--- src/rtl/ped_pkg.sv ---
// Shared types and constants for the percent-escape decoder.
`timescale 1ns / 1ps

package ped_pkg;

  localparam int QUEUE_DEPTH_DEF = 4;
  localparam int APB_ADDR_W      = 3;
  localparam int CP_W            = 21;

  typedef enum logic [2:0] {
    ST_BYTE       = 3'd0,
    ST_END        = 3'd1,
    ST_BADHEX     = 3'd2,
    ST_INCOMPLETE = 3'd3,
    ST_DISALLOWED = 3'd4,
    ST_BADLOW     = 3'd5
  } status_t;

  typedef enum logic [1:0] {
    DK_NONE = 2'd0,
    DK_RAW  = 2'd1,
    DK_CP   = 2'd2
  } data_kind_t;

  typedef enum logic {
    REG_CHARSET_MODE = 1'b0,
    REG_UNUSED       = 1'b1
  } reg_idx_t;

  typedef struct packed {
    logic [7:0] in_char;
    logic       in_last;
  } in_item_t;

  typedef struct packed {
    logic [7:0] out_byte;
    status_t    status;
    logic       run_last;
  } out_item_t;

  // One queue entry: what a single character produces.
  typedef struct packed {
    data_kind_t      kind;
    logic [CP_W-1:0] cp;       // raw byte in [7:0] for DK_RAW
    logic            has_err;
    status_t         err_code;
    logic            has_end;
  } desc_t;

endpackage

--- src/rtl/ped_front.sv ---
// Front end: escape parser, one character per cycle while the queue is not full, emits a work descriptor.
`timescale 1ns / 1ps

module ped_front (
  input  logic              clk,
  input  logic              rst_n,
  input  logic              in_valid,
  output logic              in_stall,
  input  ped_pkg::in_item_t in_data,
  input  logic              charset_mode,
  input  logic              q_full,
  output logic              push,
  output ped_pkg::desc_t    push_desc
);

  typedef enum logic [2:0] {
    PH_IDLE,
    PH_PCT,
    PH_HEX2,
    PH_UHI,
    PH_ULO
  } phase_t;

  phase_t      phase_r, phase_nxt;
  logic [15:0] acc_r, acc_nxt;
  logic [9:0]  high_r, high_nxt;
  logic [1:0]  cnt_r, cnt_nxt;
  logic        err_r, err_nxt;

  logic             accept;
  logic             hex_ok;
  logic [3:0]       dval;
  logic [15:0]      acc_new;
  logic             fail;
  ped_pkg::status_t fail_code;
  ped_pkg::desc_t   desc;
  logic [7:0]       c;

  function automatic logic char_allowed(input logic [7:0] ch, input logic wide);
    logic alnum;
    alnum = (ch inside {[8'h30:8'h39], [8'h41:8'h5A], [8'h61:8'h7A]});
    if (alnum) return 1'b1;
    if (wide)
      return ch inside {8'h2D, 8'h5F, 8'h2E, 8'h21, 8'h7E, 8'h2A, 8'h27, 8'h28, 8'h29,
                        8'h3B, 8'h2F, 8'h3F, 8'h3A, 8'h40, 8'h26, 8'h3D, 8'h2B, 8'h24,
                        8'h2C, 8'h23};
    return ch inside {8'h2E, 8'h2D, 8'h7E, 8'h5F};
  endfunction

  assign c        = in_data.in_char;
  assign in_stall = q_full;
  assign accept   = in_valid && !q_full;

  // hex digit decode: 0-9, A-F, a-f only
  always_comb begin
    hex_ok = 1'b1;
    dval   = '0;
    if (c inside {[8'h30:8'h39]})      dval = c[3:0];
    else if (c inside {[8'h41:8'h46], [8'h61:8'h66]}) dval = c[3:0] + 4'd9;
    else hex_ok = 1'b0;
  end

  assign acc_new = {acc_r[11:0], dval};

  always_comb begin
    phase_nxt = phase_r;
    acc_nxt   = acc_r;
    high_nxt  = high_r;
    cnt_nxt   = cnt_r;
    err_nxt   = err_r;
    fail      = 1'b0;
    fail_code = ped_pkg::ST_BADHEX;
    desc          = '0;
    desc.kind     = ped_pkg::DK_NONE;
    desc.err_code = ped_pkg::ST_BYTE;
    desc.has_end  = in_data.in_last;

    if (!err_r) begin
      case (phase_r)
        PH_PCT: begin
          if (c == 8'h75 || c == 8'h55) begin
            phase_nxt = PH_UHI;
            acc_nxt   = '0;
            cnt_nxt   = '0;
          end else if (hex_ok) begin
            acc_nxt   = {12'd0, dval};
            phase_nxt = PH_HEX2;
          end else begin
            fail = 1'b1;
          end
        end
        PH_HEX2: begin
          if (hex_ok) begin
            desc.kind = ped_pkg::DK_RAW;
            desc.cp   = {13'd0, acc_r[3:0], dval};
            phase_nxt = PH_IDLE;
            acc_nxt   = '0;
          end else begin
            fail = 1'b1;
          end
        end
        PH_UHI, PH_ULO: begin
          if (!hex_ok) begin
            fail = 1'b1;
          end else if (cnt_r != 2'd3) begin
            acc_nxt = acc_new;
            cnt_nxt = cnt_r + 2'd1;
          end else begin
            cnt_nxt = '0;
            acc_nxt = '0;
            if (phase_r == PH_UHI) begin
              if (acc_new >= 16'hD800 && acc_new <= 16'hDBFF) begin
                high_nxt  = acc_new[9:0];
                phase_nxt = PH_ULO;
              end else begin
                desc.kind = ped_pkg::DK_CP;
                desc.cp   = {5'd0, acc_new};
                phase_nxt = PH_IDLE;
              end
            end else if (acc_new >= 16'hDC00 && acc_new <= 16'hDFFF) begin
              desc.kind = ped_pkg::DK_CP;
              desc.cp   = 21'h10000 + {1'b0, high_r, acc_new[9:0]};
              phase_nxt = PH_IDLE;
            end else begin
              fail      = 1'b1;
              fail_code = ped_pkg::ST_BADLOW;
            end
          end
        end
        default: begin
          if (c == 8'h25) begin
            phase_nxt = PH_PCT;
            acc_nxt   = '0;
            cnt_nxt   = '0;
          end else if (char_allowed(c, charset_mode)) begin
            desc.kind = ped_pkg::DK_RAW;
            desc.cp   = {13'd0, c};
            phase_nxt = PH_IDLE;
          end else begin
            fail      = 1'b1;
            fail_code = ped_pkg::ST_DISALLOWED;
          end
        end
      endcase
    end

    if (fail) begin
      desc.has_err  = 1'b1;
      desc.err_code = fail_code;
      err_nxt       = 1'b1;
      phase_nxt     = PH_IDLE;
      acc_nxt       = '0;
      cnt_nxt       = '0;
    end

    // end of string: flag an open escape, then clear string state
    if (in_data.in_last) begin
      if (!err_nxt && phase_nxt != PH_IDLE) begin
        desc.has_err  = 1'b1;
        desc.err_code = ped_pkg::ST_INCOMPLETE;
      end
      phase_nxt = PH_IDLE;
      acc_nxt   = '0;
      high_nxt  = '0;
      cnt_nxt   = '0;
      err_nxt   = 1'b0;
    end
  end

  assign push      = accept && (desc.kind != ped_pkg::DK_NONE || desc.has_err || desc.has_end);
  assign push_desc = desc;

  always_ff @(posedge clk) begin
    if (!rst_n) begin
      phase_r <= PH_IDLE;
      acc_r   <= '0;
      high_r  <= '0;
      cnt_r   <= '0;
      err_r   <= 1'b0;
    end else if (accept) begin
      phase_r <= phase_nxt;
      acc_r   <= acc_nxt;
      high_r  <= high_nxt;
      cnt_r   <= cnt_nxt;
      err_r   <= err_nxt;
    end
  end

  a_err_idle: assert property (@(posedge clk) disable iff (!rst_n)
    err_r |-> phase_r == PH_IDLE)
    else $error("error flag set while inside an escape");

  a_last_clears: assert property (@(posedge clk) disable iff (!rst_n)
    (accept && in_data.in_last) |=> (!err_r && phase_r == PH_IDLE && cnt_r == 2'd0))
    else $error("string state not cleared after last character");

endmodule

--- src/rtl/ped_queue.sv ---
// Small descriptor queue between parser and byte emitter.
`timescale 1ns / 1ps

module ped_queue #(
  parameter int DEPTH = ped_pkg::QUEUE_DEPTH_DEF
) (
  input  logic           clk,
  input  logic           rst_n,
  input  logic           push,
  input  ped_pkg::desc_t push_desc,
  input  logic           pop,
  output logic           full,
  output logic           nonempty,
  output ped_pkg::desc_t head
);

  localparam int PTR_W = (DEPTH > 1) ? $clog2(DEPTH) : 1;
  localparam int CNT_W = $clog2(DEPTH + 1);

  ped_pkg::desc_t entry_r [DEPTH];
  logic [PTR_W-1:0] wr_ptr_r, rd_ptr_r;
  logic [CNT_W-1:0] count_r;

  assign full     = (count_r == CNT_W'(DEPTH));
  assign nonempty = (count_r != '0);
  assign head     = entry_r[rd_ptr_r];

  always_ff @(posedge clk) begin
    if (push) entry_r[wr_ptr_r] <= push_desc;
  end

  always_ff @(posedge clk) begin
    if (!rst_n) begin
      wr_ptr_r <= '0;
      rd_ptr_r <= '0;
      count_r  <= '0;
    end else begin
      if (push)
        wr_ptr_r <= (wr_ptr_r == PTR_W'(DEPTH - 1)) ? '0 : wr_ptr_r + PTR_W'(1);
      if (pop)
        rd_ptr_r <= (rd_ptr_r == PTR_W'(DEPTH - 1)) ? '0 : rd_ptr_r + PTR_W'(1);
      if (push && !pop)      count_r <= count_r + CNT_W'(1);
      else if (pop && !push) count_r <= count_r - CNT_W'(1);
    end
  end

  a_no_overflow: assert property (@(posedge clk) disable iff (!rst_n)
    !(push && full && !pop))
    else $error("queue overflow");

endmodule

--- src/rtl/ped_back.sv ---
// Back end: expands descriptors into results, UTF-8 encoding, output register.
`timescale 1ns / 1ps

module ped_back (
  input  logic               clk,
  input  logic               rst_n,
  input  logic               q_nonempty,
  input  ped_pkg::desc_t     head,
  output logic               pop,
  output logic               out_valid,
  input  logic               out_stall,
  output ped_pkg::out_item_t out_data
);

  logic               out_valid_r;
  ped_pkg::out_item_t out_data_r, res;
  logic [2:0]         seq_r;
  logic [2:0]         ndata, total;
  logic [7:0]         b [4];
  logic               load, is_last;

  // data bytes of the head entry
  always_comb begin
    b[0] = head.cp[7:0];
    b[1] = 8'd0;
    b[2] = 8'd0;
    b[3] = 8'd0;
    ndata = 3'd0;
    case (head.kind)
      ped_pkg::DK_RAW: ndata = 3'd1;
      ped_pkg::DK_CP: begin
        if (head.cp < 21'h80) begin
          ndata = 3'd1;
        end else if (head.cp < 21'h800) begin
          ndata = 3'd2;
          b[0]  = {3'b110, head.cp[10:6]};
          b[1]  = {2'b10, head.cp[5:0]};
        end else if (head.cp < 21'h10000) begin
          ndata = 3'd3;
          b[0]  = {4'b1110, head.cp[15:12]};
          b[1]  = {2'b10, head.cp[11:6]};
          b[2]  = {2'b10, head.cp[5:0]};
        end else begin
          ndata = 3'd4;
          b[0]  = {5'b11110, head.cp[20:18]};
          b[1]  = {2'b10, head.cp[17:12]};
          b[2]  = {2'b10, head.cp[11:6]};
          b[3]  = {2'b10, head.cp[5:0]};
        end
      end
      default: ndata = 3'd0;
    endcase
  end

  assign total   = ndata + {2'd0, head.has_err} + {2'd0, head.has_end};
  assign is_last = (seq_r == total - 3'd1);

  always_comb begin
    res = '0;
    if (seq_r < ndata) begin
      res.status   = ped_pkg::ST_BYTE;
      res.out_byte = b[seq_r[1:0]];
    end else if (head.has_err && seq_r == ndata) begin
      res.status = head.err_code;
    end else begin
      res.status = ped_pkg::ST_END;
    end
    res.run_last = is_last;
  end

  assign load      = q_nonempty && (!out_valid_r || !out_stall);
  assign pop       = load && is_last;
  assign out_valid = out_valid_r;
  assign out_data  = out_data_r;

  always_ff @(posedge clk) begin
    if (!rst_n) begin
      out_valid_r <= 1'b0;
      seq_r       <= '0;
    end else begin
      if (load) begin
        out_valid_r <= 1'b1;
        out_data_r  <= res;
        seq_r       <= is_last ? 3'd0 : seq_r + 3'd1;
      end else if (!out_stall) begin
        out_valid_r <= 1'b0;
      end
    end
  end

  a_zero_byte: assert property (@(posedge clk) disable iff (!rst_n)
    (out_valid_r && out_data_r.status != ped_pkg::ST_BYTE) |-> out_data_r.out_byte == 8'd0)
    else $error("non-data result carries a byte");

  a_end_last: assert property (@(posedge clk) disable iff (!rst_n)
    (out_valid_r && out_data_r.status == ped_pkg::ST_END) |-> out_data_r.run_last)
    else $error("end-of-string result not marked last");

endmodule

--- src/rtl/percent_escape_decoder_core.sv ---
// Top level of the percent-escape decoder: parser, queue, emitter, APB register.
`timescale 1ns / 1ps
// A character's results reach out_data through the descriptor queue and the output register.
// Throughput: one character per cycle while the queue is not full; the emitter, unless stalled,
//   sends one result per cycle, k per character (up to 5: four UTF-8 bytes and end of string).
// The descriptor queue (QUEUE_DEPTH entries) lets the parser run ahead of long UTF-8 bursts.
// Reset (rst_n low, synchronous): parser idle, queue and output empty, charset_mode 0.

module percent_escape_decoder_core #(
  parameter int QUEUE_DEPTH = ped_pkg::QUEUE_DEPTH_DEF
) (
  input  logic                           clk,
  input  logic                           rst_n,
  // character input
  input  logic                           in_valid,
  output logic                           in_stall,
  input  ped_pkg::in_item_t              in_data,
  // results
  output logic                           out_valid,
  input  logic                           out_stall,
  output ped_pkg::out_item_t             out_data,
  // APB configuration
  input  logic                           psel,
  input  logic                           penable,
  input  logic                           pwrite,
  input  logic [ped_pkg::APB_ADDR_W-1:0] paddr,
  input  logic [31:0]                    pwdata,
  output logic [31:0]                    prdata,
  output logic                           pready
);

  logic           mode_r;
  logic           cfg_wr;
  logic           push, pop, q_full, q_nonempty;
  ped_pkg::desc_t push_desc, head;

  // Register map: word 0 charset_mode (bit 0); other words read zero, writes ignored.
  assign pready = 1'b1;
  assign cfg_wr = psel && penable && pwrite && pready;

  always_ff @(posedge clk) begin
    if (!rst_n) begin
      mode_r <= 1'b0;
    end else if (cfg_wr && paddr[2] == ped_pkg::REG_CHARSET_MODE) begin
      mode_r <= pwdata[0];
    end
  end

  assign prdata = (paddr[2] == ped_pkg::REG_CHARSET_MODE) ? {31'd0, mode_r} : 32'd0;

  // Front: parses one character per transfer, classifies it into a descriptor.
  ped_front u_front (
    .clk          (clk),
    .rst_n        (rst_n),
    .in_valid     (in_valid),
    .in_stall     (in_stall),
    .in_data      (in_data),
    .charset_mode (mode_r),
    .q_full       (q_full),
    .push         (push),
    .push_desc    (push_desc)
  );

  // Queue: decouples parser stalls from output stalls.
  ped_queue #(
    .DEPTH (QUEUE_DEPTH)
  ) u_queue (
    .clk       (clk),
    .rst_n     (rst_n),
    .push      (push),
    .push_desc (push_desc),
    .pop       (pop),
    .full      (q_full),
    .nonempty  (q_nonempty),
    .head      (head)
  );

  // Back: UTF-8 expansion and result ordering (bytes, then error, then end).
  ped_back u_back (
    .clk        (clk),
    .rst_n      (rst_n),
    .q_nonempty (q_nonempty),
    .head       (head),
    .pop        (pop),
    .out_valid  (out_valid),
    .out_stall  (out_stall),
    .out_data   (out_data)
  );

endmodule

--- config.mk ---
export PLATFORM = sky130hd
export DESIGN_NAME = percent_escape_decoder_core
export DESIGN_NICKNAME = d
export VERILOG_FILES = /design/src/rtl/ped_pkg.sv /design/src/rtl/ped_front.sv /design/src/rtl/ped_queue.sv /design/src/rtl/ped_back.sv /design/src/rtl/percent_escape_decoder_core.sv
export SDC_FILE = /design/constraint.sdc
export NUM_CORES = 1
export LEC_CHECK = 0
export BUFFER_PORTS_ARGS = -buffer_cell sky130_fd_sc_hd__buf_2
export CELL_PAD_IN_SITES_DETAIL_PLACEMENT = 0
export CELL_PAD_IN_SITES_GLOBAL_PLACEMENT = 1
export CORE_MARGIN = 3
export CORE_UTILIZATION = 50
export DETAILED_ROUTE_END_ITERATION = 12
export GPL_TIMING_DRIVEN = 0
export HOLD_SLACK_MARGIN = 0.05
export PLACE_DENSITY = 0.82
export SYNTH_ARGS = -nofsm -noshare
export SYNTH_HDL_FRONTEND = slang
export SYNTH_SLANG_ARGS = --single-unit
--- constraint.sdc ---
create_clock -name clk -period 15.59 [get_ports clk]
set_clock_uncertainty 0.1 [all_clocks]
set_input_delay 3.118 -clock clk [delete_from_list [all_inputs] [get_ports clk]]
set_output_delay 3.118 -clock clk [all_outputs]
set_load 0.03 [all_outputs]
# Yosys cells after proc, flatten, opt, wreduce, memory -nomap -nowiden
# Memory sizes are Yosys's and may differ from the RTL's. A register that Yosys moved wholly into a read port is not among the register bits.
# Cells that the tools add are included.
# totals
reg_bits	52
mem_bits_rw	112
in_bits	51
out_inout_bits	47
wordCells	259
n_memories	1
# op_classes
add_sub_neg	11
n_lt_le_gt_ge	17
n_eq_ne	44
n_mux	118
bitwise	3
reduce_logical	50
# mem_list
name	depth	word_bits	read_ports	rd_clocked_by_memory_dff	write_ports	line	source
u_queue.entry_r	4	28	1	1	1	ped_queue.sv:20	ped_pkg::desc_t entry_r [DEPTH];
# ops
op	n
2-to-1 mux 23 bit	7
equality test 8 x 6 -> 1 bit (second input constant)	18
2-to-1 mux 12 bit	9
2-to-1 mux 3 bit	26
2-to-1 mux 10 bit	7
one-hot mux 23 bit (3 select lines)	1
2-to-1 mux 32 bit	2
2-to-1 mux 22 bit	2
equality test 8 x 7 -> 1 bit (second input constant)	5
one-hot mux 12 bit (3 select lines)	1
2-to-1 mux 1 bit	35
greater-or-equal comparator 16 bit (second input constant)	2
<= comparator 16 bit (second input constant)	2
<= comparator 8 x 7 -> 1 bit (second input constant)	4
2-to-1 mux 8 bit	3
2-to-1 mux 2 bit	11
adder 17 x 20 -> 21 bit (first input constant)	1
< comparator 21 x 12 -> 1 bit (second input constant)	1
< comparator 21 x 17 -> 1 bit (second input constant)	1
< comparator 21 x 8 -> 1 bit (second input constant)	1
2-to-1 mux 21 bit	1
2-to-1 mux 4 bit	5
nonzero test 20 bit	1
logical AND 1 bit	18
43 further kinds	79

# Longest topological paths before layout
# depth
ltp_word	32
depth_mapped	26
ltp_nobuf	23

# Cells and area by module
# A second synthesis with hierarchy kept.
# hier_totals
hier_cells	757
hier_area_um2	8953.6
# by_module_without_submodules
mod	n_inst	cells_each	area_each_um2	seq_area_each_um2
ped_queue	1	190	4549.4	3543.4
ped_front	1	339	2560.0	560.5
ped_back	1	188	1529.0	440.4
percent_escape_decoder_core	1	40	315.3	20.0

# Least setup slack after synthesis
# Ideal clock, no wire load.
# synth_timing
path_kind	input-to-output
startpoint	in paddr[2] (netlist bit)
endpoint	out prdata[0]
arrival_time_ns	3.550
t_required_ns	12.372
slack_ns	8.822
stages	1
n_path_buf	0
path_cell_list	nor2b_1
# synth_between
elab_chain_cells	1
# synth_rtl
element	line	source
start: declaration	percent_escape_decoder_core.sv:26	input logic [ped_pkg::APB_ADDR_W-1:0] paddr,
2-to-1 mux 1 bit	percent_escape_decoder_core.sv:49	assign prdata = (paddr[2] == ped_pkg::REG_CHARSET_MODE) ? {31'd0, mode_r} : 32'd0;
end: declaration	percent_escape_decoder_core.sv:28	output logic [31:0] prdata,
# No other way between the ends.

# Worst setup path after layout
# Same ends and word-level chain as after synthesis.

==> impl_summary.txt <==
----------------------------------------------------
[Global route]
  Overall Global Routing Usage ... 0.221
  First-pass GRT wire length ... 32.0 mm
  Global-route congestion overflow total ... 0
  Pin count of the biggest net entering global routing ... 29
  Antenna violations before repair ... 0
  Vias in the first global route ... between 6000 and 7000

[STA]
  TNS Setup ... 0 ns
  RSZ-0062 raised after global routing ... no
  Max Clock Freq ... about 150 MHz
  # setup viols final ... 0
  Time the worst path needs with I/O delays and setup ... ~6.7 ns
  Final hold violation count ... 0
  Smallest hold slack ... between 0.3 and 0.4 ns
  Final max-slew violation count ... 0
  Tightest slew margin relative to the limit ... 0.338
  Slew at the pin closest to its max-slew limit ... 0.990 ns
  Period Utilization, post-route ... 0.432

[Critical path]
  Stages on worst setup path ... 3
  Reg-to-reg critical path endpoint ... u_queue.count_r[2]$_SDFFE_PN0P_
  Arrival time at the worst endpoint ... 3.51 ns
  List of cells traversed by the critical path ... buf_2 -> nor2b_1 -> buf_2
  Crit path max-delay family ... buffers and inverters
  Maximum fanout along the worst path ... 2
  Launching instance or port of the critical path ... paddr[2]
  R2R depth ... 24
  Maximum single-stage delay on the critical path ... approximately 0.20 ns
  Data required time of the worst path ... 12.37 ns
  Number of buffer and inverter instances along the worst setup path ... 2
  Slowest-stage cell, CP ... sky130_fd_sc_hd__buf_2
  Critical path class ... input port to output port
  Most frequent CP cell ... sky130_fd_sc_hd__buf_2
  Termination of the worst setup path ... prdata[0]
  CP endpoint kind ... output port
  Internal reg-to-reg setup slack ... 9.19 ns
  Kind of launch point of the worst setup path ... input port

[Logic synthesis]
  Share of cell area taken by muxes after synthesis ... 0.0879
  Synth Area in Compound Gates ... 0.152
  Part of the Yosys area used for sequential elements ... 0.528
  Predominant post-synthesis flop cell ... sky130_fd_sc_hd__edfxtp_1
  Post-Synth Adder-Cell Area ... 0.0350
  Fraction of post-synthesis cell area in the top cell type by area ... 0.431
  Area share of and/or/nand/nor cells after synthesis ... 0.129
  Gate count after technology mapping ... a little over 700
  Warnings from Yosys ... 0
  Post-synthesis async set-or-reset flop share ... 0
  Main area contributors after synthesis ... sky130_fd_sc_hd__edfxtp_1, sky130_fd_sc_hd__dfxtp_1, sky130_fd_sc_hd__mux4_2
  Post-synthesis share of cell area spent on xor and xnor gates ... 0.00912
  Mean instance size in the synthesized netlist ... between 10 and 15 um2
  Unique masters post-synth ... 84
  Post-synth EDFFs ... approximately 120
  Cell area after synthesis ... 8640 um2
  Main combinational cell family by area after synthesis ... compound AO/OA/AOI/OAI gates
  Yosys top cell by area ... sky130_fd_sc_hd__edfxtp_1
  Flops & latches, synth ... about 170

[Clocking]
  Post CTS Setup Buffer Count ... 0
  Total of cells resized after clock tree synthesis ... 0
  Total number of H-tree levels ... 4
  Clk buf depth ... 2
  Cts bufs inserted ... 17
  Root buffer cell ... sky130_fd_sc_hd__clkbuf_16
  Later-pin clock latency in the skew report ... around 0.43 ns
  CTS hold repair buffers ... 0
  Clock Sinks ... 166
  Clock-pin slew on the worst setup and hold paths ... 0.07 ns
  Clock tree from TritonCTS ... yes

[Routing]
  Initial drt markers ... approximately 430
  Drt wl/cell ... around 19 um
  Drt total wl ... about 20 mm
  Residual DRC count ... 0
  Avg Vias per Cell ... ~6
  Number of antenna-violating nets in the routed design ... 0
  Total via count after detailed routing ... a little over 6000
  First drt pass iteration count ... 8

[Finish]
  Number of nets in the layout ... 873
  Ratio of cells with drive above 1 in the final layout ... 0.196
  Area added between synthesis and finish ... 13.4%
  Ant diodes ... 0
  Fill count ... roughly 1400
  Utilization after layout ... 0.585
  Post-route design area ... ~9800 um2

[Floorplanning]
  Y dimension of the die ... 137 um
  Floorplan row count ... between 40 and 50
  Ports placed on the boundary ... 98
  Core area ... roughly 17000 um2
  Die outline area ... between 15000 and 20000 um2
  Horizontal die dimension ... 137 um
  Initial core utilization ... 0.516

[Hold path]
  Path type of the worst min-delay path ... flip-flop to flip-flop

[Job]
  Count of maximum capacitance violations ... 0

[Placed design]
  Count of port buffers added during placement ... 29
  Cell area after placement ... about 9000 um2
  Routability congestion estimate ... ~0.9
  Detailed-placement wirelength estimate ... about 14 mm

[Power and ir drop]
  Worst vdd ir ... ~0.08 mV
  Leakage Power ... between 0.003 and 0.004 uW
  Pwr/cell area ... between 100 and 150 nW/um2

[Run status]
  Run status ... completed

----------------------------------------------------
-- worst register-to-register path, cell delays in order, from the launching register on --
cell and delay (ns):
sky130_fd_sc_hd__dfxtp_1 0.33, sky130_fd_sc_hd__buf_6 0.17, sky130_fd_sc_hd__buf_6 0.21, sky130_fd_sc_hd__mux4_2 0.59, sky130_fd_sc_hd__nor3_2 0.29, sky130_fd_sc_hd__nand2_1 0.32
sky130_fd_sc_hd__clkbuf_1 0.32, sky130_fd_sc_hd__nor3_1 0.21, sky130_fd_sc_hd__o21ba_2 0.17, sky130_fd_sc_hd__inv_1 0.04, sky130_fd_sc_hd__ha_1 0.27, sky130_fd_sc_hd__inv_1 0.04
sky130_fd_sc_hd__ha_1 0.18, sky130_fd_sc_hd__fa_1 0.42, sky130_fd_sc_hd__xnor2_1 0.38, sky130_fd_sc_hd__nor2b_1 0.11, sky130_fd_sc_hd__a311oi_1 0.38, sky130_fd_sc_hd__nand2_1 0.20
sky130_fd_sc_hd__nand2_1 0.25, sky130_fd_sc_hd__ha_1 0.23, sky130_fd_sc_hd__inv_1 0.07, sky130_fd_sc_hd__fa_1 0.43, sky130_fd_sc_hd__xor2_1 0.17, sky130_fd_sc_hd__or3_1 0.31
sky130_fd_sc_hd__a21oi_1 0.15
-- area by class of cell --
type                       count  area [um2]  share of cell area
clock buffer                  18         429              0.0438
clock inverter                14         188              0.0192
inverter                      27         101              0.0103
buffer                        66         399              0.0407
timing repair buffer          29         145              0.0148
tap                          220         275              0.0281
sequential                   166        4560               0.466
multi-input combinational    492        3700               0.377
-- sequential cells by signal (all words and copies together) (netlist names), named ones only --
signal,flops
u_back.out_valid,1
u_back.out_data,12
u_queue.wr_ptr_r,2
u_front.high_r,10
u_queue.entry_r,112
u_queue.count_r,3
u_front.err_r,1
u_back.seq_r,3
u_front.phase_r,3
u_front.cnt_r,2
u_queue.rd_ptr_r,2
u_front.acc_r,12
mode_r,1
-- power breakdown --
part / internal (uW) / switching, uW / total [uW]
sequential: 531 / 17.7 / 549
combinational: 127 / 229 / 356
clock: 257 / 181 / 438
total: 915 / 427 / 1340
-- worst min path at each step --
stage / startpoint / endpoint / cells after the start
final: u_front.cnt_r[1]$_SDFFE_PN0P_ / u_front.cnt_r[1]$_SDFFE_PN0P_ / 2
after floorplan: u_front.cnt_r[1]$_SDFFE_PN0P_ / u_front.cnt_r[1]$_SDFFE_PN0P_ / 2
after CTS: u_front.cnt_r[1]$_SDFFE_PN0P_ / u_front.cnt_r[1]$_SDFFE_PN0P_ / 2
after global routing: u_front.cnt_r[1]$_SDFFE_PN0P_ / u_front.cnt_r[1]$_SDFFE_PN0P_ / 2
after global placement: u_front.cnt_r[1]$_SDFFE_PN0P_ / u_front.cnt_r[1]$_SDFFE_PN0P_ / 2
after detailed placement: u_front.cnt_r[1]$_SDFFE_PN0P_ / u_front.cnt_r[1]$_SDFFE_PN0P_ / 2
-- through the flow --
stage / power (uW) / instances / setup WS (ns)
after global routing: 1410 / 1032 / 8.67
after detailed placement: 912 / 1000 / 8.59
after global placement: 903 / 1000 / 8.41
after CTS: 1350 / 1032 / 8.85
after floorplan: 822 / 751 / 8.82
final: 1340 / 1032 / 8.86
-- cells by family after synthesis --
family | after synthesis
compound gates | 179
xor+xnor | 9
fa+ha+maj | 23
buf+inv | 93
flops | 166
mux | 40
other cells | 2
simple gates | 209
-- cells in the final DEF (no fill, tap or decap), types with 21 or more instances in the layout --
master,netlist,final
sky130_fd_sc_hd__nand2_1,62,62
sky130_fd_sc_hd__nor2_1,49,49
sky130_fd_sc_hd__dfxtp_1,42,42
sky130_fd_sc_hd__clkbuf_1,20,21
sky130_fd_sc_hd__a22o_1,23,23
sky130_fd_sc_hd__edfxtp_1,124,124
sky130_fd_sc_hd__o21ai_0,22,22
sky130_fd_sc_hd__buf_4,33,33
sky130_fd_sc_hd__buf_2,10,39
sky130_fd_sc_hd__ha_1,21,21
sky130_fd_sc_hd__conb_1,2,32
sky130_fd_sc_hd__mux4_2,26,26
sky130_fd_sc_hd__a21oi_1,40,40
sky130_fd_sc_hd__inv_1,27,27
-- metal layers --
layer / GRT usage / wire, um / up-vias
met5: 0 / 0 / -
met4: 0.104 / 658 / 0
met2: 0.372 / 10000 / 263
met3: 0.0486 / 1220 / 50
li1: - / - / 2877
met1: 0.271 / 8220 / 2980
-- synth_stat cells (17+ instances only) --
library cell and count:
sky130_fd_sc_hd__edfxtp_1 124, sky130_fd_sc_hd__nand2_1 62, sky130_fd_sc_hd__nor2_1 49, sky130_fd_sc_hd__dfxtp_1 42, sky130_fd_sc_hd__a21oi_1 40, sky130_fd_sc_hd__buf_4 33, sky130_fd_sc_hd__inv_1 27, sky130_fd_sc_hd__mux4_2 26
sky130_fd_sc_hd__a22o_1 23, sky130_fd_sc_hd__o21ai_0 22, sky130_fd_sc_hd__ha_1 21, sky130_fd_sc_hd__clkbuf_1 20, sky130_fd_sc_hd__a31oi_1 17
No activity file was read; power rests on OpenSTA's default activity.
